===== src/bss_ram.sv =====
module bss_ram #(
  parameter int WIDTH = 64,
  parameter int DEPTH = 64
) (
  input  logic                     clk,
  input  logic                     we,
  input  logic [$clog2(DEPTH)-1:0] waddr,
  input  logic [WIDTH-1:0]         wdata,
  input  logic [$clog2(DEPTH)-1:0] raddr,
  output logic [WIDTH-1:0]         rdata
);

  logic [WIDTH-1:0] mem [DEPTH];

  always_ff @(posedge clk) begin
    if (we) begin
      mem[waddr] <= wdata;
    end
    rdata <= mem[raddr];
  end

endmodule


===== config.mk =====
export PLATFORM = sky130hd
export DESIGN_NAME = bss_ram
export DESIGN_NICKNAME = d
export VERILOG_FILES = /design/src/bss_ram.sv
export SDC_FILE = /design/constraint.sdc
export NUM_CORES = 2
export LEC_CHECK = 0
export BUFFER_PORTS_ARGS = -buffer_cell sky130_fd_sc_hd__buf_4
export CELL_PAD_IN_SITES_DETAIL_PLACEMENT = 0
export CELL_PAD_IN_SITES_GLOBAL_PLACEMENT = 1
export CORE_ASPECT_RATIO = 0.7
export CORE_UTILIZATION = 48
export DETAILED_ROUTE_END_ITERATION = 6
export GPL_TIMING_DRIVEN = 0
export PLACE_DENSITY_LB_ADDON = 0.1
export RECOVER_POWER = 100
export SYNTH_ARGS = -nofsm -noshare
export SYNTH_HDL_FRONTEND = slang
export SYNTH_SLANG_ARGS = --single-unit
export TNS_END_PERCENT = 10

===== constraint.sdc =====
create_clock -name clk -period 8.1 [get_ports clk]
set_input_delay 1.62 -clock clk [delete_from_list [all_inputs] [get_ports clk]]
set_output_delay 1.62 -clock clk [all_outputs]
set_load 0.05 [all_outputs]

==> metrics.md <==
| Metric | Value |
|---|---|
| Seq/Total Area, Yosys | `between 70% and 80%` |
| Total Routing Usage GR | `around 28%` |
| Final setup violation count | `0` |
| Req. time, crit path | `8.90 ns` |
| Drt total wl | `about 450000 µm` |
| Post CTS Setup Buffer Count | `0` |
| # hold bufs at CTS | `0` |
| Total grt overflow | `0` |
| H-tree levels | `5` |
| Yosys warning count | `0` |
| Final hold vios | `0` |
| Leak | `between 50 and 60 nW` |
| Post-synthesis cell type count | `33` |
| Seq cells post-synth | `~4200` |
| GR met2 Demand/Resource | `about two fifths` |
| Mean Syn Cell Area | `~24 µm²` |
| GPL Wtd Cong | `a little over 0.8` |
| Max Fclk | `148 MHz` |
| Count of final max-slew check failures | `roughly 7600` |
| IO Count | `~140` |
| Slew @ Worst Pin | `3.78 ns` |
| DRT antenna net count | `0` |
| Met1 Use GR | `between 40% and 50%` |
| Cell Count Post-Placement | `11255` |
| Avg WL per Cell | `37.8 µm` |
| CTS root buffer | `clkbuf_16` |
| Unrepaired setup endpoints after global routing | `no` |
| Net count after synthesis | `6676` |
| Number of global-route vias before repair | `between 70000 and 80000` |
| Post-synth EDFFs | `4096` |
| Clk buf depth | `4` |
| GR Util met3 | `slightly below 7%` |
| Critical path type | `input port to flip-flop` |
| Synth async-reset ratio | `0%` |
| First-pass GRT wire length | `620000 µm` |
| Cts bufs inserted | `395` |
| Cells after synthesis | `6598` |
| Largest net degree at the start of global routing | `65` |
| Setup Skew | `between 0.04 and 0.05 ns` |
| Non-Filler Instances | `12016` |
| Max VDD drop | `around 180 µV` |
| Worst Hold Class | `flip-flop to flip-flop` |
| DPL Wire Length | `roughly 300000 µm` |
| Most Crowded Layer GR | `met1` |
| Initial antenna violation count | `58` |
| Fillers | `approximately 25000` |
| Max FO, Critical Path | `10` |
| Share of post-route cells with drive strength above 1 | `24.2%` |
| Final Critical Period | `6.78 ns` |
| Die area | `about 0.33 mm²` |
| Relative slew slack | `-152%` |
| Via density | `~6.4` |
| Synth area leader | `edfxtp_1` |
| Worst endpoint data arrival time | `7.58 ns` |
| Core area | `approximately 0.32 mm²` |
| Largest cells by area after synthesis | `edfxtp_1 (79%), mux4_2 (15%), mux2i_1 (0.86%)` |
| Starting Density | `about 48%` |
| Fin area | `0.176 mm²` |
| DR pass1 iterations | `6` |
| Clk sinks | `between 4000 and 5000` |
| Drc violations | `0` |
| Drt first-iter violations | `around 11000` |
| TritonCTS clock tree | `yes` |
| CTS clk-pin slew, worst paths | `around 0.06 ns` |
| Synthesized cell area | `~0.16 mm²` |
| Final Cycle Share | `a little over four fifths` |
| Skew-Pair Late Insertion Delay | `0.92 ns` |
| Crit path capture type | `flip-flop` |
| Max Cap Viol | `~250` |
| DP Area | `0.168 mm²` |
| Port Buffers | `133` |
| Cts repair resizes | `0` |
| # nets final | `between 7000 and 8000` |
| Critical path launch point type | `input port` |
| Status | `finished, violations left` |
| FP Rows | `174` |
| Post-synth top area share | `78.7%` |
| Setup TNS | `0 ns` |
| Die X | `between 600 and 700 µm` |
| Area growth from synthesis to layout | `12.7%` |
| Die height | `roughly 480 µm` |
| PD cells | `between 200 and 300 mW/mm²` |
| Final core occ | `roughly 55%` |
| Routed vias | `76806` |
| Top_reg_cell synth | `edfxtp_1` |
| Fin Hold WS | `slightly above 0.9 ns` |
| Failing checks | `max-capacitance violations, max-slew violations` |
[layout by cell type (no fill, tap or decap), drive strengths merged, types with 11 or more instances in the layout]
cell,Yosys,layout
a211oi,63,63
a22o,88,88
a22oi,168,168
a2bb2oi,19,19
a31oi,18,18
a41oi,26,26
and3,64,64
buf,230,239
bufinv,0,39
clkbuf,140,973
clkinv,0,145
clkinvlp,0,11
dfxtp,64,64
diode,0,56
edfxtp,4096,4096
inv,19,32
mux2i,135,135
mux4,1024,1024
nand2,58,58
nand2b,11,11
nand3,45,45
nor2,112,112
nor2b,28,28
o221ai,38,38
o22ai,83,83
or2,28,28
or3,29,29
[cells by family (layout without fill, tap and decap cells)]
kind of cell	Yosys count	in the layout	share of synthesized area [%]
mux	1159	1159	15.6
compound gates	504	504	2.48
simple gates	386	386	1.24
other cells	0	56	0
flops	4160	4160	79.5
buf+inv	389	1439	1.18
[synth_stat cells, types with 20 or more instances]
cell      count
a22o_1       88
mux2i_1     135
buf_4        34
buf_2       170
clkbuf_1    140
nor2b_1      28
a41oi_1      26
mux4_2     1024
a22oi_1     168
and3_1       64
nand3_1      45
buf_1        20
a211oi_1     63
o22ai_1      83
o221ai_1     38
nand2_1      58
or3_1        29
dfxtp_1      64
edfxtp_1   4096
or2_2        28
nor2_1      112
[per-stage QoR]
step | total power [mW] | setup slack (ns)
floorplan | 25.6 | 1.04
global placement | 26.9 | -6.30
detailed placement | 27.0 | 1.86
CTS | 45.3 | 2.86
global route | 46.1 | 1.35
finish | 45.0 | 1.32
[layout make-up]
type	count	area [µm²]	area share [%]
Sequential cell	4160	124000	70.5
Multi-Input combinational cell	2049	30300	17.2
Clock buffer	496	10700	6.06
Tap cell	4312	5400	3.06
Clock inverter	208	2050	1.16
Buffer	370	1760	1.00
Timing Repair Buffer	346	1550	0.880
Antenna cell	56	140	0.0795
Inverter	19	71.3	0.0405
[critical path, stage by stage]
cell and delay, ns:
clkbuf_1 0.86, clkbuf_1 0.87, clkbuf_1 1.59, buf_2 0.63, mux4_2 0.34, o221ai_1 0.24, o22ai_1 0.98, and3_1 0.38
[final timing paths]
check | from | endpoint | slack [ns] | depth (start not counted)
min | mem[36][26] | rdata[26] | 0.91 | 4
min reg2reg | mem[36][26] | rdata[26] | 0.91 | 4
max | raddr[1] | rdata[50] | 1.32 | 8
max reg2reg | mem[63][33] | rdata[33] | 4.96 | 5
[registers in the layout, indices dropped and copies added, names as in the netlist]
signal,count
mem,4096
rdata,64
[routing by layer]
layer | share of wire, % | wire (µm) | vias to the layer above
met5 | 0.064 | 292 | -
met4 | 2.4 | 10800 | 16
met3 | 11 | 52000 | 597
met2 | 43 | 197000 | 4190
met1 | 43 | 194000 | 41945
li1 | - | - | 30058
[where the power goes]
part	total (mW)	switching, mW	internal (mW)
Sequential	23.9	0.0486	23.9
Clock	18.5	7.95	10.6
Combinational	2.54	1.81	0.732
Total	45.0	9.81	35.2
(Power assumes the default switching activity.)
