<file path="config.mk">
export PLATFORM = sky130hd
export DESIGN_NAME = bss_alu
export DESIGN_NICKNAME = d
export VERILOG_FILES = /design/src/bss_pkg.sv /design/src/bss_alu.sv
export SDC_FILE = /design/constraint.sdc
export NUM_CORES = 1
export LEC_CHECK = 0
export ABC_AREA = 1
export BUFFER_PORTS_ARGS = -buffer_cell sky130_fd_sc_hd__buf_4
export CORE_MARGIN = 2
export CORE_UTILIZATION = 60
export DETAILED_ROUTE_END_ITERATION = 10
export GPL_TIMING_DRIVEN = 0
export MAX_ROUTING_LAYER = met4
export PLACE_DENSITY = 0.95
export SLEW_MARGIN = 0
export SYNTH_ARGS = -nofsm -noshare
export SYNTH_HDL_FRONTEND = slang
export SYNTH_SLANG_ARGS = --single-unit
export TNS_END_PERCENT = 50
</file>
<file path="constraint.sdc">
create_clock -name vclk -period 21
set_clock_uncertainty 0.2 [all_clocks]
set_input_delay 4.2 -clock vclk [all_inputs]
set_output_delay 4.2 -clock vclk [all_outputs]
set_load 0.02 [all_outputs]
</file>
<file path="src/bss_pkg.sv">
package bss_pkg;

  localparam int WORD_W     = 64;
  localparam int WORD_COUNT = 64;
  localparam int WIDX_W     = 6;
  localparam int BIT_W      = 6;
  localparam int ELEM_W     = 12;
  localparam int OP_W       = 4;
  localparam int CNT_W      = 13;
  localparam int USED_W     = 7;

  localparam logic [CNT_W-1:0] UNI_MAX   = CNT_W'(WORD_COUNT * WORD_W);
  localparam logic [CNT_W-1:0] UNI_RESET = CNT_W'(4096);

  localparam logic ST_DONE  = 1'b0;
  localparam logic ST_RANGE = 1'b1;

  typedef enum logic [OP_W-1:0] {
    OP_CONTAINS   = 4'd0,
    OP_ADD        = 4'd1,
    OP_REMOVE     = 4'd2,
    OP_RESTRICT   = 4'd3,
    OP_CLEAR      = 4'd4,
    OP_AND_WORD   = 4'd5,
    OP_OR_WORD    = 4'd6,
    OP_XOR_WORD   = 4'd7,
    OP_COMPLEMENT = 4'd8,
    OP_COUNT      = 4'd9
  } op_t;

  typedef struct packed {
    op_t               op;
    logic              last;
    logic [BIT_W-1:0]  bit_sel;
    logic [WORD_W-1:0] lmask;
  } alu_ctl_t;

endpackage

</file>
<file path="src/bss_alu.sv">
module bss_alu
  import bss_pkg::*;
(
  input  alu_ctl_t          ctl,
  input  logic [WORD_W-1:0] rd_word,
  input  logic [WORD_W-1:0] opw,
  output logic [WORD_W-1:0] wr_word,
  output logic              member,
  output logic [BIT_W:0]    ones
);

  logic [WORD_W-1:0] bitm;
  logic [WORD_W-1:0] keep;

  always_comb begin
    bitm   = WORD_W'(1) << ctl.bit_sel;
    keep   = ctl.last ? ctl.lmask : '1;
    member = |(rd_word & bitm);
    ones   = (BIT_W+1)'($countones(rd_word & keep));
    case (ctl.op)
      OP_ADD:        wr_word = rd_word | bitm;
      OP_REMOVE:     wr_word = rd_word & ~bitm;
      OP_AND_WORD:   wr_word = (rd_word & opw) & keep;
      OP_OR_WORD:    wr_word = (rd_word | opw) & keep;
      OP_XOR_WORD:   wr_word = (rd_word ^ opw) & keep;
      OP_COMPLEMENT: wr_word = ~rd_word & keep;
      default:       wr_word = rd_word;
    endcase
  end

endmodule

</file>
==> results of run 1 <==
## routing by layer
metal | vias to the layer above | GRT usage, % | part of all wire [%] | wire length [µm]
met5 | - | - | 0 | 0
met4 | 0 | 31.37 | 7.8 | 3499
met3 | 335 | 14.68 | 17 | 7584
met2 | 1434 | 74.35 | 40 | 18080
met1 | 6035 | 66.95 | 35 | 15550
li1 | 5979 | - | - | -
## per-stage QoR
| step | utilization [%] | power [W] |
|---|---|---|
| after floorplan | - | 0.001068 |
| after global placement | 75.31 | 0.001656 |
| after detailed placement | 75.31 | 0.001674 |
| after CTS | 75.31 | 0.001687 |
| after global routing | 75.33 | 0.001840 |
| final | 75.33 | 0.001691 |
## cells by family after synthesis
group           Yosys count  share of synthesized area [%]
compound gates          224                          14.72
xor+xnor                  4                         0.3676
fa+ha+maj               197                          30.12
buf+inv                 399                          16.07
simple gates            822                          38.72
## power groups by stage
stage | logic [W] | registers (W) | clock network [W]
floorplan | 0.00107 | 0 | 0
global placement | 0.00166 | 0 | 0
detailed placement | 0.00167 | 0 | 0
CTS | 0.00169 | 0 | 0
global route | 0.00184 | 0 | 0.00000000000637
finish | 0.00169 | 0 | 0.00000000000637
## cell type report
cell class,count,area share (%)
Tap cell,216,2.283
Timing Repair Buffer,271,17.19
Multi-Input combinational cell,1247,67.57
Inverter,296,9.387
Antenna cell,1,0.02114
Buffer,103,3.552
## cells in the mapped netlist
cell,count
buf_2,21
or2_2,7
or2_1,1
clkinv_1,2
ha_1,143
buf_4,2
nand3_1,180
o21ai_2,1
clkbuf_1,67
o21ai_4,1
buf_1,13
nor2_2,1
o21ai_1,15
nor3_1,2
nand3_2,1
o21ai_0,73
xor2_1,4
o2111ai_1,32
a21oi_1,43
inv_2,3
nor2_1,156
a211oi_1,32
fa_1,54
nor3_4,2
o211ai_1,25
nand2_1,343
o21bai_1,1
nor4_1,2
inv_1,291
a31oi_1,1
nand4_1,127
## worst min path at each step
stage / startpoint / end / cells after the start
4_1_cts: rd_word[8] / wr_word[8] / 4
5_1_grt: rd_word[8] / wr_word[8] / 4
3_3_place_gp: rd_word[8] / wr_word[8] / 4
6_report: rd_word[8] / wr_word[8] / 4
3_5_place_dp: rd_word[8] / wr_word[8] / 4
2_1_floorplan: rd_word[0] / wr_word[0] / 2
==> parameters.txt, run 1 <==
Parameter                              Value

Floorplanning
  Starting utilization of the core area    60.65%
  Area enclosed by the die boundary    0.01691 mm²
  IO Count    275
  Number of placement rows    46
  Die span in y    130.0 µm
  Std-Cell Core Area    0.01571 mm²
  Die X-Extent    130.0 µm

Final layout
  Post-Layout Cell Count    2,134
  Commonest non-fill, non-tap cells in the layout    343 x nand2_1, 291 x inv_1, 273 x buf_4, 180 x nand3_1, 156 x nor2_1
  Area used by multi-input combinational logic    0.007998 mm²
  Most common cell after layout, fill and taps aside    nand2_1
  Count of sequential standard cells    0
  Final Instance Area    0.01184 mm²
  Synthesis-to-layout area growth    24.21%
  Count of clock buffers in the final design    0
  Sequential Area    0 µm²
  Final net count    2,319
  Fill cell instance count of the final layout    1,301
  Layout cells sized above 1    16.17%

Setup path
  Max Fanout on Critical Path    10
  Crit-path leading delay family    adder cells
  Slowest library cell on the worst path    fa_1
  Number of gates on the worst path with buffers counted    25
  Worst Path Buf+Inv    10
  Capture point of the critical path    ones[6]
  Worst endpoint data arrival time    12.00 ns
  Critical path capture point type    output port
  Maximum single-stage delay on the critical path    0.65 ns
  Crit path from    ctl[70]
  Required time at the worst-slack endpoint    16.60 ns
  Most frequent cell on the critical path    fa_1
  Worst Setup Start Kind    primary input
  Category of the most critical setup path    in -> out

Worst hold path
  Hold Crit Class    in -> out

Placement
  Total of buffers placed on input and output ports    271
  Area of placed instances    0.01183 mm²
  Global placer's final weighted congestion    1.120
  # placed instances    2,133
  Placement Setup Slack    4.840 ns
  DP HPWL    35.61 mm

Timing
  Max Clk Rate    0.06096 GHz
  Final count of hold timing violations    0
  Sum Neg Setup Slack    0 ns
  Max-slew violation total from the final report    0
  Transition at the pin with the smallest max-transition slack    0.9881 ns
  Worst hold slack across all endpoints    8.608 ns
  Setup violations, final    0
  RSZ-0062 raised after global routing    false
  Slew HR    34.13%
  Period Utilization, post-route    78.12%
  Final Critical Period    16.40 ns
  Final worst-path setup slack    4.596 ns

Yosys
  Fraction of synthesized cell area taken by the top area cell type    18.78%
  Sequential-to-total area share from yosys stat    0%
  Avg Synthesized Cell Area    5.789 µm²
  Gate count of the mapped netlist    1,646
  Unique masters post-synth    31
  Post-synthesis net count    2,046
  Ranking of synthesized cells by area    ha_1 19%, nand2_1 14%, inv_1 11%
  Cell accounting for the most synthesized area    ha_1
  Synthesized cell area    0.009529 mm²
  Synth warn    0

Clock tree
  Post-cts gate resize count    0
  Post-CTS setup buffers    0
  Hold-fix buffer count after cts    0

Route
  Final Routed Wirelength    44.72 mm
  Detail Route Antenna Nets    0
  Via count normalized by instance count    6.459
  Via Count    13,780
  Remaining DRCs    0
  DR iter-0 viols    2,141
  Average detailed-routed wire length per instance    20.95 µm
  Total iterations of the first detailed-routing run    10

Global route
  Final global-route overflow total    0
  Number of global-route vias before repair    12,600
  Maximum number of pins on one net before global-route repair    11
  Initial antenna violation count    1
  Total global-route track usage    52.74%
  Global-route wire length before repair    66.96 mm

Power and ir drop
  Proportion of power drawn by the clock network    0%
  Flop pwr share    0%
  Portion of total power attributed to combinational logic    100.0%
  Power per standard cell area    142.8 mW/mm²
  Cell internal pwr    0.0007019 W
  Leakage    6.142 nW
  Sw Ratio    58.48%
  VDD IR-drop max    1.534 mV
  Switching Power    0.0009888 W

Run status
  Run status    finished, final reports clean

Job
  MaxCap Viol Count    0
Note: power is estimated with default switching activity, not from simulation.
==> run 2: changes to the inputs <==
CORE_UTILIZATION = 51   (was 60)
PLACE_DENSITY = 0.94   (was 0.95)
clock period = 13.75 ns   (was 21 ns; I/O delays follow)
==> run 2 against run 1 <==
Net effect:
- core utilization fell by 10 points
- die area is 17% higher
- clock-buffer cell count did not move
- first-iteration DRC count shrank 10%
- final area increased by 0.12%
- sequential share of layout area unchanged
- combinational power grew 54%
- flip-flop and latch count unchanged
- worst setup slack got worse by 4.3 ns
- non-clock buffer count did not move
- global-route usage decreased by 5.8 points
- via count shrank 1.5%
- highest routed layer unchanged
==> parameters.txt, run 2 (synthesized netlist as in run 1, its figures left out) <==
Parameter                              Value

Run status
  Run status    finished, final reports clean

Global route
  Total global-route track usage    46.95% (-5.8 points)
  Number of global-route vias before repair    12,580 (-0.11%)
  Global-route wire length before repair    70.46 mm (+5.2%)
  Final global-route overflow total    0 (unchanged)
  Initial antenna violation count    0 (-1)
  Maximum number of pins on one net before global-route repair    11 (unchanged)

Setup path
  Worst Path Buf+Inv    10 (unchanged)
  Critical path capture point type    output port
  Maximum single-stage delay on the critical path    0.66 ns (about the same)
  Crit-path leading delay family    adder cells
  Required time at the worst-slack endpoint    10.80 ns (-5.80 ns)
  Most frequent cell on the critical path    fa_1
  Category of the most critical setup path    in -> out
  Crit path from    ctl[70]
  Slowest library cell on the worst path    fa_1
  Max Fanout on Critical Path    10 (unchanged)
  Worst endpoint data arrival time    10.53 ns (-1.47 ns)
  Worst Setup Start Kind    primary input

Clock tree
  Hold-fix buffer count after cts    0 (unchanged)
  Post-CTS setup buffers    0 (unchanged)
  Post-cts gate resize count    0 (unchanged)

Route
  DR iter-0 viols    1,918 (-10%)
  Total iterations of the first detailed-routing run    6 (-4)
  Detail Route Antenna Nets    0 (unchanged)
  Remaining DRCs    0 (unchanged)
  Final Routed Wirelength    47.66 mm (+6.6%)
  Average detailed-routed wire length per instance    22.21 µm (+6.0%)
  Via Count    13,580 (-1.5%)
  Via count normalized by instance count    6.329 (-2.0%)

Final layout
  Final net count    2,319 (unchanged)
  Most common cell after layout, fill and taps aside    nand2_1
  Synthesis-to-layout area growth    24.36%
  Commonest non-fill, non-tap cells in the layout    343 x nand2_1, 291 x inv_1, 273 x buf_4, 180 x nand3_1, 156 x nor2_1
  Sequential Area    0 µm² (unchanged)
  Count of clock buffers in the final design    0 (unchanged)
  Antenna cell count    0 (-1)
  Layout cells sized above 1    16.17% (unchanged)
  Count of sequential standard cells    0 (unchanged)

Timing
  Final worst-path setup slack    0.2719 ns (-4.324 ns)
  Slew HR    22.62% (-12 points)
  Period Utilization, post-route    98.02%
  Sum Neg Setup Slack    0 ns (unchanged)
  Transition at the pin with the smallest max-transition slack    1.156 ns (+0.1682 ns)
  Max-slew violation total from the final report    0 (unchanged)
  RSZ-0062 raised after global routing    false
  Setup violations, final    0 (unchanged)
  Max Clk Rate    0.07419 GHz
  Final Critical Period    13.48 ns
  Final count of hold timing violations    0 (unchanged)

Power and ir drop
  Power per standard cell area    219.2 mW/mm² (+53%)
  VDD IR-drop max    2.072 mV (+35%)
  Leakage    6.142 nW (about the same)

Worst hold path
  WHS Path Cells    4 (unchanged)
  Hold path startpoint    rd_word[51]
  Hold Crit Class    in -> out
  Terminating pin of the worst hold path    wr_word[51]

Floorplanning
  Die X-Extent    140.7 µm (+8.2%)
  Std-Cell Core Area    0.01815 mm² (+15%)
  Number of placement rows    49 (+6.5%)
  Die span in y    140.7 µm (+8.2%)
  Starting utilization of the core area    52.51% (-8.1 points)
  IO Count    275 (unchanged)
  Area enclosed by the die boundary    0.01979 mm² (+17%)

Placement
  Global placer's final weighted congestion    1.067 (-4.7%)
  Placement Setup Slack    0.4354 ns (-4.404 ns)
  Total of buffers placed on input and output ports    271 (unchanged)
  DP HPWL    38.01 mm (+6.7%)

Job
  MaxCap Viol Count    0 (unchanged)
-- run 2: cell types whose count changed in the layout (fill, tap and decap cells not counted) --
| cell | change |
|---|---|
| diode_2 | -1 |
-- run 2: worst max path at each step --
stage,end,slack [ns],depth (start not counted)
2_1_floorplan,ones[4],1.61,22
3_3_place_gp,ones[6],0.47,25
3_5_place_dp,ones[6],0.44,25
4_1_cts,ones[6],0.40,25
5_1_grt,ones[6],0.008,25
6_report,ones[6],0.27,25
-- run 2: power by group --
part           internal (W)  leakage, nW  switching [W]
clock                     0            0              0
combinational       0.00107         6.14        0.00153
sequential                0            0              0
-- run 2: metrics by stage --
stage	hold slack, ns	utilization [%]	total power, W	instances	instance area, µm²
floorplan	5.546	-	0.001621	1646	9529
global placement	5.704	65.30	0.002494	2146	11850
detailed placement	5.702	65.30	0.002552	2146	11850
CTS	5.702	65.30	0.002582	2146	11850
global route	5.722	65.30	0.002841	2146	11850
finish	5.707	65.30	0.002597	2146	11850
-- run 2: cell type report --
| type | count | area (µm²) |
|---|---|---|
| inverters | 296 | 1111 |
| plain buffers | 103 | 420.4 |
| repair buffers | 271 | 2034 |
| well taps | 229 | 286.5 |
| fillers | 1738 | 6297 |
| multi-input cells | 1247 | 7998 |
-- run 2: worst min-delay path, stage by stage --
cell and delay, ns:
buf_4 0.11, nand3_1 0.07, nand4_1 0.09, buf_4 0.14
-- run 2: per-layer routing --
metal / vias up / track usage [%] / wire [µm]
li1: 5974 / - / -
met1: 6269 / 61.07 / 18060
met2: 1119 / 69.86 / 19940
met3: 220 / 11.82 / 7069
met4: 0 / 18.84 / 2600
met5: - / - / 0
